File: src/hw/rtl/lbc_pkg.sv
`default_nettype none
package lbc_pkg;
	localparam int SLOTS = 32;
	localparam int SW = 5;
	localparam int LW = 6;
	localparam logic [LW-1:0] NIL = 6'd63;
	localparam logic [5:0] MIN_IN_USE = 6'd4;
	localparam logic [5:0] MAX_IN_USE = 6'd32;

	typedef enum logic [1:0] {
		OP_LOCK = 2'd0,
		OP_UNLOCK = 2'd1,
		OP_FLUSH = 2'd2,
		OP_CLEAR = 2'd3
	} op_t;

	localparam logic [2:0] ST_OK = 3'd0;
	localparam logic [2:0] ST_NO_FREE = 3'd1;
	localparam logic [2:0] ST_PINNED = 3'd2;
	localparam logic [2:0] ST_NOT_CACHED = 3'd3;
	localparam logic [2:0] ST_NOT_PINNED = 3'd4;
	localparam logic [2:0] ST_FILL_FAIL = 3'd5;
	localparam logic [2:0] ST_WR_ERR = 3'd6;

	typedef struct packed {
		logic [1:0] opcode;
		logic [31:0] block;
		logic for_write;
		logic fill_ok;
		logic writeback_ok;
	} in_word_t;

	typedef struct packed {
		logic [2:0] status;
		logic [4:0] slot;
		logic writeback_valid;
		logic [4:0] writeback_slot;
		logic [31:0] writeback_block;
		logic fill_valid;
		logic [4:0] fill_slot;
		logic [31:0] fill_block;
		logic [31:0] hit_count;
		logic [31:0] miss_count;
		logic last;
	} out_word_t;
endpackage
`default_nettype wire

File: src/hw/rtl/lbc_ram.sv
`default_nettype none
module lbc_ram #(
	parameter int WIDTH = 32,
	parameter int DEPTH = 32
) (
	input wire logic clk,
	input wire logic we,
	input wire logic [$clog2(DEPTH)-1:0] waddr,
	input wire logic [WIDTH-1:0] wdata,
	input wire logic [$clog2(DEPTH)-1:0] raddr,
	output logic [WIDTH-1:0] rdata
);
	logic [WIDTH-1:0] mem [DEPTH];

	always_ff @(posedge clk) begin
		if (we) mem[waddr] <= wdata;
		rdata <= mem[raddr];
	end
endmodule
`default_nettype wire

File: src/hw/rtl/lru_block_cache_with_pinning_core.sv
`default_nettype none
// Write-back block cache tag manager with LRU replacement and pinning.
// Command channel: in_word is taken when start is high and busy is low.
// Results leave on out_word, one cycle each, marked by done; the word
// with last set ends the item. The receiver cannot stall.
// Configuration: cfg_we writes cfg_data (slots in use, 4..32) and empties
// the cache; write it only while idle.
// Tags sit in a one-read-port RAM; valid, dirty, pinned and the list links
// are flip-flops. Lock and unlock scan the slots in use one per cycle
// through the tag RAM, then read the tail tag for a possible write-back.
// On a miss the result word follows the scan and the tail tag read
// (sooner on an early hit); busy drops with it, and no new command is
// taken before that. A flush walks the list from the head with one
// write-back word per dirty slot, then gives its status word. Clear
// answers in the next cycle and does not raise busy.
// Reset and clear: all slots invalid, list in slot order, counters zero.
module lru_block_cache_with_pinning_core (
	input wire logic clk,
	input wire logic arst_n,
	input wire logic start,
	output logic busy,
	input wire lbc_pkg::in_word_t in_word,
	output logic done,
	output lbc_pkg::out_word_t out_word,
	input wire logic cfg_we,
	input wire logic [5:0] cfg_data
);
	typedef enum logic [2:0] {S_IDLE, S_SCAN, S_FLUSH, S_FLUSH_END} state_t;
	state_t state_q;
	lbc_pkg::in_word_t cmd_q;
	logic [lbc_pkg::SLOTS-1:0] valid_q, dirty_q, pinned_q;
	logic [lbc_pkg::LW-1:0] newer_q [lbc_pkg::SLOTS];
	logic [lbc_pkg::LW-1:0] older_q [lbc_pkg::SLOTS];
	logic [lbc_pkg::LW-1:0] head_q, tail_q, inuse_q;
	logic [31:0] hits_q, misses_q;
	logic sticky_q;
	logic [lbc_pkg::LW-1:0] idx_q, fidx_q;
	logic rd_pend_q, flush_rd_q;
	logic [lbc_pkg::SW-1:0] rslot_q;
	logic found_q;
	logic [lbc_pkg::SW-1:0] fslot_q;

	logic tag_we;
	logic [lbc_pkg::SW-1:0] tag_waddr, tag_raddr;
	logic [31:0] tag_wdata, tag_rdata;

	lbc_ram #(.WIDTH(32), .DEPTH(lbc_pkg::SLOTS)) u_tag (
		.clk(clk), .we(tag_we), .waddr(tag_waddr), .wdata(tag_wdata),
		.raddr(tag_raddr), .rdata(tag_rdata)
	);

	assign busy = (state_q != S_IDLE);

	logic [5:0] cfg_sat;
	always_comb begin
		cfg_sat = cfg_data;
		if (cfg_sat > lbc_pkg::MAX_IN_USE) cfg_sat = lbc_pkg::MAX_IN_USE;
	end

	// read address: scanning slot index, then the tail slot once the scan
	// has passed the last slot, or the flush walker slot
	always_comb begin
		tag_raddr = (state_q == S_FLUSH) ? fidx_q[lbc_pkg::SW-1:0]
			: (idx_q < inuse_q) ? idx_q[lbc_pkg::SW-1:0]
			: tail_q[lbc_pkg::SW-1:0];
		tag_we = 1'b0;
		tag_waddr = tail_q[lbc_pkg::SW-1:0];
		tag_wdata = cmd_q.block;
		if (state_q == S_SCAN && !rd_pend_q && !found_q && idx_q == inuse_q
			&& cmd_q.opcode == lbc_pkg::OP_LOCK && tail_q != lbc_pkg::NIL)
			tag_we = 1'b1;
	end

	// match on the word read last cycle
	logic hit_now;
	assign hit_now = rd_pend_q && valid_q[rslot_q] && tag_rdata == cmd_q.block;

	always_ff @(posedge clk or negedge arst_n) begin
		logic [lbc_pkg::LW-1:0] n, o, s, nin;
		logic [lbc_pkg::SW-1:0] ss;
		lbc_pkg::out_word_t w;
		logic dn;
		if (!arst_n) begin
			state_q <= S_IDLE;
			valid_q <= '0;
			dirty_q <= '0;
			pinned_q <= '0;
			for (int i = 0; i < lbc_pkg::SLOTS; i++) begin
				newer_q[i] <= (i == 0) ? lbc_pkg::NIL : lbc_pkg::LW'(i - 1);
				older_q[i] <= (i == lbc_pkg::SLOTS - 1) ? lbc_pkg::NIL
					: lbc_pkg::LW'(i + 1);
			end
			head_q <= '0;
			tail_q <= lbc_pkg::LW'(lbc_pkg::SLOTS - 1);
			inuse_q <= lbc_pkg::LW'(lbc_pkg::SLOTS);
			hits_q <= '0;
			misses_q <= '0;
			sticky_q <= 1'b0;
			idx_q <= '0;
			fidx_q <= '0;
			rd_pend_q <= 1'b0;
			flush_rd_q <= 1'b0;
			rslot_q <= '0;
			found_q <= 1'b0;
			fslot_q <= '0;
			done <= 1'b0;
			out_word <= '0;
			cmd_q <= '0;
		end else begin
			dn = 1'b0;
			w = '0;
			w.last = 1'b1;
			nin = inuse_q;
			if (cfg_we && cfg_data >= lbc_pkg::MIN_IN_USE) nin = cfg_sat;
			unique case (state_q)
				S_IDLE: begin
					if (cfg_we && cfg_data >= lbc_pkg::MIN_IN_USE) begin
						inuse_q <= nin;
					end
					if ((cfg_we && cfg_data >= lbc_pkg::MIN_IN_USE)
						|| (start && in_word.opcode == lbc_pkg::OP_CLEAR)) begin
						// empty the cache and rebuild the chain
						valid_q <= '0;
						dirty_q <= '0;
						pinned_q <= '0;
						for (int i = 0; i < lbc_pkg::SLOTS; i++) begin
							if (lbc_pkg::LW'(i) < nin) begin
								newer_q[i] <= (i == 0) ? lbc_pkg::NIL
									: lbc_pkg::LW'(i - 1);
								older_q[i] <= (lbc_pkg::LW'(i + 1) == nin)
									? lbc_pkg::NIL : lbc_pkg::LW'(i + 1);
							end else begin
								newer_q[i] <= lbc_pkg::NIL;
								older_q[i] <= lbc_pkg::NIL;
							end
						end
						head_q <= '0;
						tail_q <= nin - 6'd1;
						hits_q <= '0;
						misses_q <= '0;
						sticky_q <= 1'b0;
					end
					if (start) begin
						cmd_q <= in_word;
						idx_q <= '0;
						rd_pend_q <= 1'b0;
						found_q <= 1'b0;
						fidx_q <= head_q;
						flush_rd_q <= 1'b0;
						fslot_q <= '0;
						unique case (in_word.opcode)
							lbc_pkg::OP_LOCK, lbc_pkg::OP_UNLOCK: state_q <= S_SCAN;
							lbc_pkg::OP_FLUSH: state_q <= S_FLUSH;
							default: begin
								w.hit_count = '0;
								w.miss_count = '0;
								out_word <= w;
								dn = 1'b1;
							end
						endcase
					end
				end
				S_SCAN: begin
					if (hit_now && !found_q) begin
						found_q <= 1'b1;
						fslot_q <= rslot_q;
					end
					if (idx_q < inuse_q && !(hit_now || found_q)) begin
						rd_pend_q <= 1'b1;
						rslot_q <= idx_q[lbc_pkg::SW-1:0];
						idx_q <= idx_q + 6'd1;
					end else if (rd_pend_q) begin
						rd_pend_q <= 1'b0;
					end else begin
						// scan finished: act on the result
						ss = fslot_q;
						state_q <= S_IDLE;
						dn = 1'b1;
						w.hit_count = hits_q;
						w.miss_count = misses_q;
						if (cmd_q.opcode == lbc_pkg::OP_UNLOCK) begin
							if (!found_q) w.status = lbc_pkg::ST_NOT_CACHED;
							else if (!pinned_q[ss]) w.status = lbc_pkg::ST_NOT_PINNED;
							else begin
								pinned_q[ss] <= 1'b0;
								newer_q[ss] <= lbc_pkg::NIL;
								older_q[ss] <= head_q;
								if (head_q != lbc_pkg::NIL)
									newer_q[head_q[lbc_pkg::SW-1:0]] <= {1'b0, ss};
								else tail_q <= {1'b0, ss};
								head_q <= {1'b0, ss};
								w.slot = ss;
							end
						end else if (found_q) begin
							if (pinned_q[ss]) w.status = lbc_pkg::ST_PINNED;
							else begin
								w.hit_count = hits_q + 32'd1;
								hits_q <= hits_q + 32'd1;
								n = newer_q[ss];
								o = older_q[ss];
								if (n != lbc_pkg::NIL) older_q[n[lbc_pkg::SW-1:0]] <= o;
								else head_q <= o;
								if (o != lbc_pkg::NIL) newer_q[o[lbc_pkg::SW-1:0]] <= n;
								else tail_q <= n;
								newer_q[ss] <= lbc_pkg::NIL;
								older_q[ss] <= lbc_pkg::NIL;
								pinned_q[ss] <= 1'b1;
								if (cmd_q.for_write) dirty_q[ss] <= 1'b1;
								w.slot = ss;
							end
						end else begin
							w.miss_count = misses_q + 32'd1;
							misses_q <= misses_q + 32'd1;
							s = tail_q;
							if (s == lbc_pkg::NIL) w.status = lbc_pkg::ST_NO_FREE;
							else begin
								ss = s[lbc_pkg::SW-1:0];
								n = newer_q[ss];
								if (valid_q[ss] && dirty_q[ss]) begin
									// tail tag was read right after the scan
									w.writeback_valid = 1'b1;
									w.writeback_slot = ss;
									w.writeback_block = tag_rdata;
									if (!cmd_q.writeback_ok) sticky_q <= 1'b1;
								end
								w.fill_valid = 1'b1;
								w.fill_slot = ss;
								w.fill_block = cmd_q.block;
								dirty_q[ss] <= cmd_q.for_write & cmd_q.fill_ok;
								if (!cmd_q.fill_ok) begin
									// stays at the tail; list unchanged
									valid_q[ss] <= 1'b0;
									pinned_q[ss] <= 1'b0;
									w.status = lbc_pkg::ST_FILL_FAIL;
								end else begin
									valid_q[ss] <= 1'b1;
									pinned_q[ss] <= 1'b1;
									if (n != lbc_pkg::NIL) older_q[n[lbc_pkg::SW-1:0]] <= lbc_pkg::NIL;
									else head_q <= lbc_pkg::NIL;
									tail_q <= n;
									newer_q[ss] <= lbc_pkg::NIL;
									older_q[ss] <= lbc_pkg::NIL;
									w.slot = ss;
								end
							end
						end
						out_word <= w;
					end
				end
				S_FLUSH: begin
					// walker: fidx_q addresses the RAM, fslot_q holds last read slot
					if (flush_rd_q) begin
						flush_rd_q <= 1'b0;
						if (dirty_q[fslot_q]) begin
							dirty_q[fslot_q] <= 1'b0;
							if (!cmd_q.writeback_ok) sticky_q <= 1'b1;
							w.last = 1'b0;
							w.writeback_valid = 1'b1;
							w.writeback_slot = fslot_q;
							w.writeback_block = tag_rdata;
							w.hit_count = hits_q;
							w.miss_count = misses_q;
							out_word <= w;
							dn = 1'b1;
						end
					end else if (fidx_q != lbc_pkg::NIL && idx_q < inuse_q) begin
						flush_rd_q <= 1'b1;
						fslot_q <= fidx_q[lbc_pkg::SW-1:0];
						fidx_q <= older_q[fidx_q[lbc_pkg::SW-1:0]];
						idx_q <= idx_q + 6'd1;
					end else begin
						state_q <= S_FLUSH_END;
					end
				end
				S_FLUSH_END: begin
					w.status = sticky_q ? lbc_pkg::ST_WR_ERR : lbc_pkg::ST_OK;
					w.hit_count = hits_q;
					w.miss_count = misses_q;
					sticky_q <= 1'b0;
					out_word <= w;
					dn = 1'b1;
					state_q <= S_IDLE;
				end
				default: state_q <= S_IDLE;
			endcase
			done <= dn;
		end
	end
endmodule
`default_nettype wire
File: config.mk
export PLATFORM = sky130hd
export DESIGN_NAME = lru_block_cache_with_pinning_core
export DESIGN_NICKNAME = d
export VERILOG_FILES = /design/src/hw/rtl/lbc_pkg.sv /design/src/hw/rtl/lbc_ram.sv /design/src/hw/rtl/lru_block_cache_with_pinning_core.sv
export SDC_FILE = /design/constraint.sdc
export NUM_CORES = 2
export LEC_CHECK = 0
export BUFFER_PORTS_ARGS = -buffer_cell sky130_fd_sc_hd__buf_4
export CAP_MARGIN = 10
export CORE_ASPECT_RATIO = 1.75
export CORE_MARGIN = 2
export CORE_UTILIZATION = 50
export CTS_CLUSTER_DIAMETER = 50
export DETAILED_ROUTE_END_ITERATION = 6
export PLACE_DENSITY = 0.66
export SLEW_MARGIN = 20
export SYNTH_ARGS = -nofsm -noshare
export SYNTH_HDL_FRONTEND = slang
export SYNTH_SLANG_ARGS = --single-unit
export TNS_END_PERCENT = 30
File: constraint.sdc
create_clock -name clk -period 6.3 [get_ports clk]
set_input_delay 1.26 -clock clk [delete_from_list [all_inputs] [get_ports clk]]
set_output_delay 1.26 -clock clk [all_outputs]
set_load 0.005 [all_outputs]
==> impl_metrics.py, run 1 <==
metrics = {
    "logic_synthesis": {
        "ys.flop_type": "edfxtp_1",
        "ys_ff_latch": 1833,
        "async_flop_share": 0.4239,
        "syn_nets": 8994,
        "synth-edff-count": 1024,
        "synth_area_per_cell_um2": 10.56,
        "synth-seq-area-share": 0.5415,
        "synth_area_mm2": 0.09428,
        "synthCells": 8927,
        "ys.warnings.count": 0,
        "yosys.cell_types.count": 111,
    },
    "floorplan": {
        "start_util": 0.5039,
        "die_x_um": 332.2,
        "rows": 210,
        "io-pin-count": 198,
        "die_height_um": 578.4,
    },
    "grt": {
        "grt_pass1_vias": 99440,
        "grt_usage": 0.6452,
        "overflow": 13,
        "grt_max_degree": 161,
        "grt_pass1_wl_um": 863600,
    },
    "run_status": {
        "status": "stopped before the end",
        "error": "[ERROR GRT-0116] Global routing finished with congestion. Check the congestion regions in the DRC Viewer.",
        "failed_stage": "5_1_grt",
    },
    "placed_design": {
        "dp_hpwl_um": 399600,
        "globalplace.congestion": 1.148,
        "port_buffers": 197,
    },
    "cts": {
        "cts_max_level": 4,
        "cts-root-buf": "clkbuf_16",
        "postCtsSetupBuffers": 0,
        "cts.hold.buffers_added": 0,
        "clock-sinks": 1833,
        "clockBufferDepth": 4,
        "cts_resized": 0,
        "cts_buffers": 191,
    },
}
synth_stat cells, drive strengths merged, types with 28 or more instances:
master,number,area share
a221oi,28,0.0026
nand4,111,0.0077
o221ai,95,0.0090
dfrtp,604,0.16
a21oi,627,0.033
and2,45,0.0030
mux4,101,0.024
dfstp,173,0.048
buf,180,0.010
a31oi,139,0.0095
o32a,57,0.0061
nor3,137,0.0078
a32oi,268,0.025
inv,96,0.0038
a21o,36,0.0029
xnor2,37,0.0034
nand3,153,0.0085
o22a,75,0.0070
and3,60,0.0040
a22oi,66,0.0053
nor4,52,0.0047
clkbuf,484,0.019
a22o,143,0.013
o31ai,105,0.0084
o21a,59,0.0047
nor2,672,0.027
o22ai,211,0.014
nor2b,30,0.0020
nand2,1246,0.050
dfxtp,32,0.0068
o21ai,798,0.042
edfxtp,1024,0.33
mux2,53,0.0063
mux2i,598,0.063
routing by layer:
layer / overflow / GRT usage
met4: 5 / 0.7157
met2: 8 / 0.8974
met1: 0 / 0.6439
met3: 0 / 0.3523
met5: 0 / 0.06136
cell families after synthesis:
kind of cell	after synthesis	synth area share
AO/OA/AOI/OAI	2866	0.1977
AND/OR/NAND/NOR	2658	0.1274
flip-flops	1833	0.5415
buffers and inverters	761	0.03334
multiplexers	752	0.09395
XOR/XNOR	37	0.003437
adder cells (fa/ha/maj)	20	0.002654
through the flow:
| stage | hold slack [ns] | setup WS [ns] | instance area, µm² | cells | util |
|---|---|---|---|---|---|
| floorplan | 0.4440 | 1.853 | 94280 | 8927 | - |
| CTS | 0.4144 | 0.7971 | 109200 | 11960 | 0.5839 |
| global placement | 0.4628 | 0.3972 | 102500 | 11610 | 0.5478 |
| detailed placement | 0.4669 | 0.3586 | 102600 | 11610 | 0.5482 |
==> inputs of run 2 (changes only) <==
--- a/config.mk
+++ b/config.mk
@@ -7,12 +7,10 @@
 export LEC_CHECK = 0
 export BUFFER_PORTS_ARGS = -buffer_cell sky130_fd_sc_hd__buf_4
 export CAP_MARGIN = 10
-export CORE_ASPECT_RATIO = 1.75
 export CORE_MARGIN = 2
-export CORE_UTILIZATION = 50
-export CTS_CLUSTER_DIAMETER = 50
+export CORE_UTILIZATION = 35
 export DETAILED_ROUTE_END_ITERATION = 6
-export PLACE_DENSITY = 0.66
+export PLACE_DENSITY_LB_ADDON = 0.15
 export SLEW_MARGIN = 20
 export SYNTH_ARGS = -nofsm -noshare
 export SYNTH_HDL_FRONTEND = slang
==> run 2 against run 1 <==
  * The flow now finishes, with violations (design-rule violations)
  * Synthesized area unchanged
  * Synthesized cell count unchanged
==> impl_metrics.py, run 2 <==
metrics = {
    "layout": {
        "fin_nets": 9276,
        "largest_reg_flops": 1024,
        "largest_register": "u_tag.mem",
        "syn2layout_area_growth_pct": 16.34,
        "layout_common_cells": "1232 x nand2_1, 1024 x edfxtp_1, 746 x o21ai_0",
        "reg_top3": "u_tag.mem x1024, newer_q x192, older_q x192",
        "ff_latch_area_mm2": 0.05107,
        "post-route-cell-area_mm2": 0.1097,
        "drive_gt1_frac": 0.1720,
        "multi_input_area_mm2": 0.04074,
        "fillers": 25800,
        "layout_commonest_cell": "nand2_1",
    },
    "cts": {
        "cts_buffers": 215,
        "clockBufferDepth": 4,
        "clock_latency_ns": 0.95,
        "cts_max_level": 4,
        "cts_tree": "yes",
        "clock-sinks": 1833,
        "cts.clk_slew.worst_paths_ns": 0.06,
        "cts.hold.buffers_added": 0,
        "cts_resized": 0,
        "cts-root-buf": "clkbuf_16",
        "postCtsSetupBuffers": 0,
    },
    "timing": {
        "finalSetupTns_ns": 0,
        "final_max_slew_viol_count": 0,
        "relSlewSlack": 0.1326,
        "worst_pin_slew_ns": 1.290,
        "fin_crit_sh": 0.8892,
        "setup_viol": 0,
        "min_period_ns": 5.602,
        "fmax_ghz": 0.1785,
        "finalClockSkew_ns": 0.09780,
        "rsz0062_at_grt": "false",
        "final_hold_viol_count": 0,
    },
    "drt": {
        "first_pass_iters": 7,
        "drtAntennaViolNets": 0,
        "post_drt_wl_per_cell_um": 40.88,
        "wirelength_um": 531200,
        "drt_iter0_markers": 13200,
        "routed-via-count": 86240,
        "route.detailed.drc": 4,
        "viasPerCell": 6.637,
    },
    "logic_synthesis": {
        "synthCells": 8927,
        "synth.most_common_cell": "nand2_1",
        "async_flop_share": 0.4239,
        "yosys.cell_types.count": 111,
        "ys_ff_latch": 1833,
        "synthTopCellsByCount": "1239 x nand2_1, 1024 x edfxtp_1, 757 x o21ai_0",
        "yosysTopAreaCellShare": 0.3262,
        "synth_area_per_cell_um2": 10.56,
        "ys.warnings.count": 0,
        "syn_nets": 8994,
        "yosysTopAreaCell": "edfxtp_1",
        "synth_area_leaders": "edfxtp_1 33%, dfrtp_1 16%, mux2i_1 6.3%, nand2_1 4.9%, dfstp_2 4.8%",
        "ys.flop_type": "edfxtp_1",
        "synth-seq-area-share": 0.5415,
        "synth-edff-count": 1024,
        "synth_area_mm2": 0.09428,
    },
    "worst_setup_path": {
        "arrival_ns": 6.36,
        "crit_path_max_fanout": 33,
        "crit_type": "reg2reg",
        "worstPathRequired_ns": 7.06,
        "rrSetupSlack_ns": 0.70,
        "cp-end-kind": "register",
        "start_kind": "register",
    },
    "floorplan": {
        "start_util": 0.3519,
        "die-area_mm2": 0.2735,
        "rows": 190,
        "fp.coreArea_mm2": 0.2679,
        "io-pin-count": 198,
        "die_x_um": 523,
        "die_height_um": 523,
    },
    "pwr": {
        "power.leakage_nw": 39.29,
        "vdd_drop_max_mv": 0.6097,
        "cellPowerDensity_mw_per_mm2": 657.3,
    },
    "grt": {
        "grt_max_degree": 178,
        "grt_usage": 0.3767,
        "antenna_found_initial": 69,
        "overflow": 0,
        "grt_pass1_vias": 78300,
        "grt_pass1_wl_um": 706700,
    },
    "flow_run": {
        "cap_violations": 0,
    },
    "hold_path": {
        "hp-class": "in2async",
    },
    "placed_design": {
        "port_buffers": 197,
        "globalplace.congestion": 1.056,
        "dp_hpwl_um": 368300,
        "placed_area_mm2": 0.1024,
    },
    "run_status": {
        "status": "complete, but fails checks",
        "violations": "design-rule violations",
    },
}
-- run 2: layer usage --
layer / global-route usage / vias to the layer above / wire [µm]
met5: 0 / - / 448
met4: 0.1702 / 34 / 28710
met3: 0.1325 / 1196 / 64900
met2: 0.5110 / 5912 / 210800
met1: 0.5334 / 44400 / 226400
li1: - / 34700 / -
-- run 2: kinds of logic after synthesis --
| kind of cell | after synthesis | share of synthesized area |
|---|---|---|
| AO/OA/AOI/OAI | 2866 | 0.1977 |
| AND/OR/NAND/NOR | 2658 | 0.1274 |
| flip-flops | 1833 | 0.5415 |
| buffers and inverters | 761 | 0.03334 |
| multiplexers | 752 | 0.09395 |
| XOR/XNOR | 37 | 0.003437 |
| adder cells (fa/ha/maj) | 20 | 0.002654 |
-- run 2: final cells by class --
type | instances | area share
diodes | 45 | 0.001027
clock buffers | 297 | 0.05520
clock inverters | 108 | 0.01024
inverters | 97 | 0.003320
multi-input cells | 6333 | 0.3714
flip-flops and latches | 1833 | 0.4657
well taps | 3552 | 0.04052
repair buffers | 729 | 0.05259
-- run 2: path summary, 6_finish.rpt --
check	startpoint	depth (start not counted)	endpoint
max in group asynchronous	arst_n	2	older_q[89]
worst min-delay path	arst_n	1	newer_q[171]
worst min register to register	out_word[20]	2	out_word[20]
worst max register to register	fslot_q[0]	10	older_q[143]
min in group clk	out_word[20]	2	out_word[20]
worst max-delay path	fslot_q[0]	10	older_q[143]
-- run 2: worst max-delay path: stages (launching register included) --
cell and delay [ns]:
dfrtp_4 0.82, buf_4 0.63, mux2i_1 0.59, o22ai_1 0.27
nor4_4 0.85, nand2_4 0.34, nor2_2 0.46, nand3_1 0.27
nor2_1 0.59, a221oi_1 0.17, o32a_1 0.34
-- run 2: power breakdown --
group / internal, mW / total (mW) / switching, mW
sequential: 15.9 / 19.0 / 3.13
clock: 7.37 / 13.0 / 5.59
combinational: 10.7 / 40.1 / 29.4
-- run 2: through the flow --
step	cells	utilization	hold WS [ns]	power, mW	setup slack (ns)
floorplan	8927	-	0.4440	37.13	1.853
global placement	12540	0.3820	0.4583	57.12	0.6153
detailed placement	12540	0.3821	0.4656	57.12	0.7336
CTS	12950	0.4089	0.4086	70.16	0.8822
global route	12960	0.4091	0.4398	73.21	0.6992
finish	12990	0.4094	0.4258	72.09	0.6979
(Power assumes the default switching activity.)
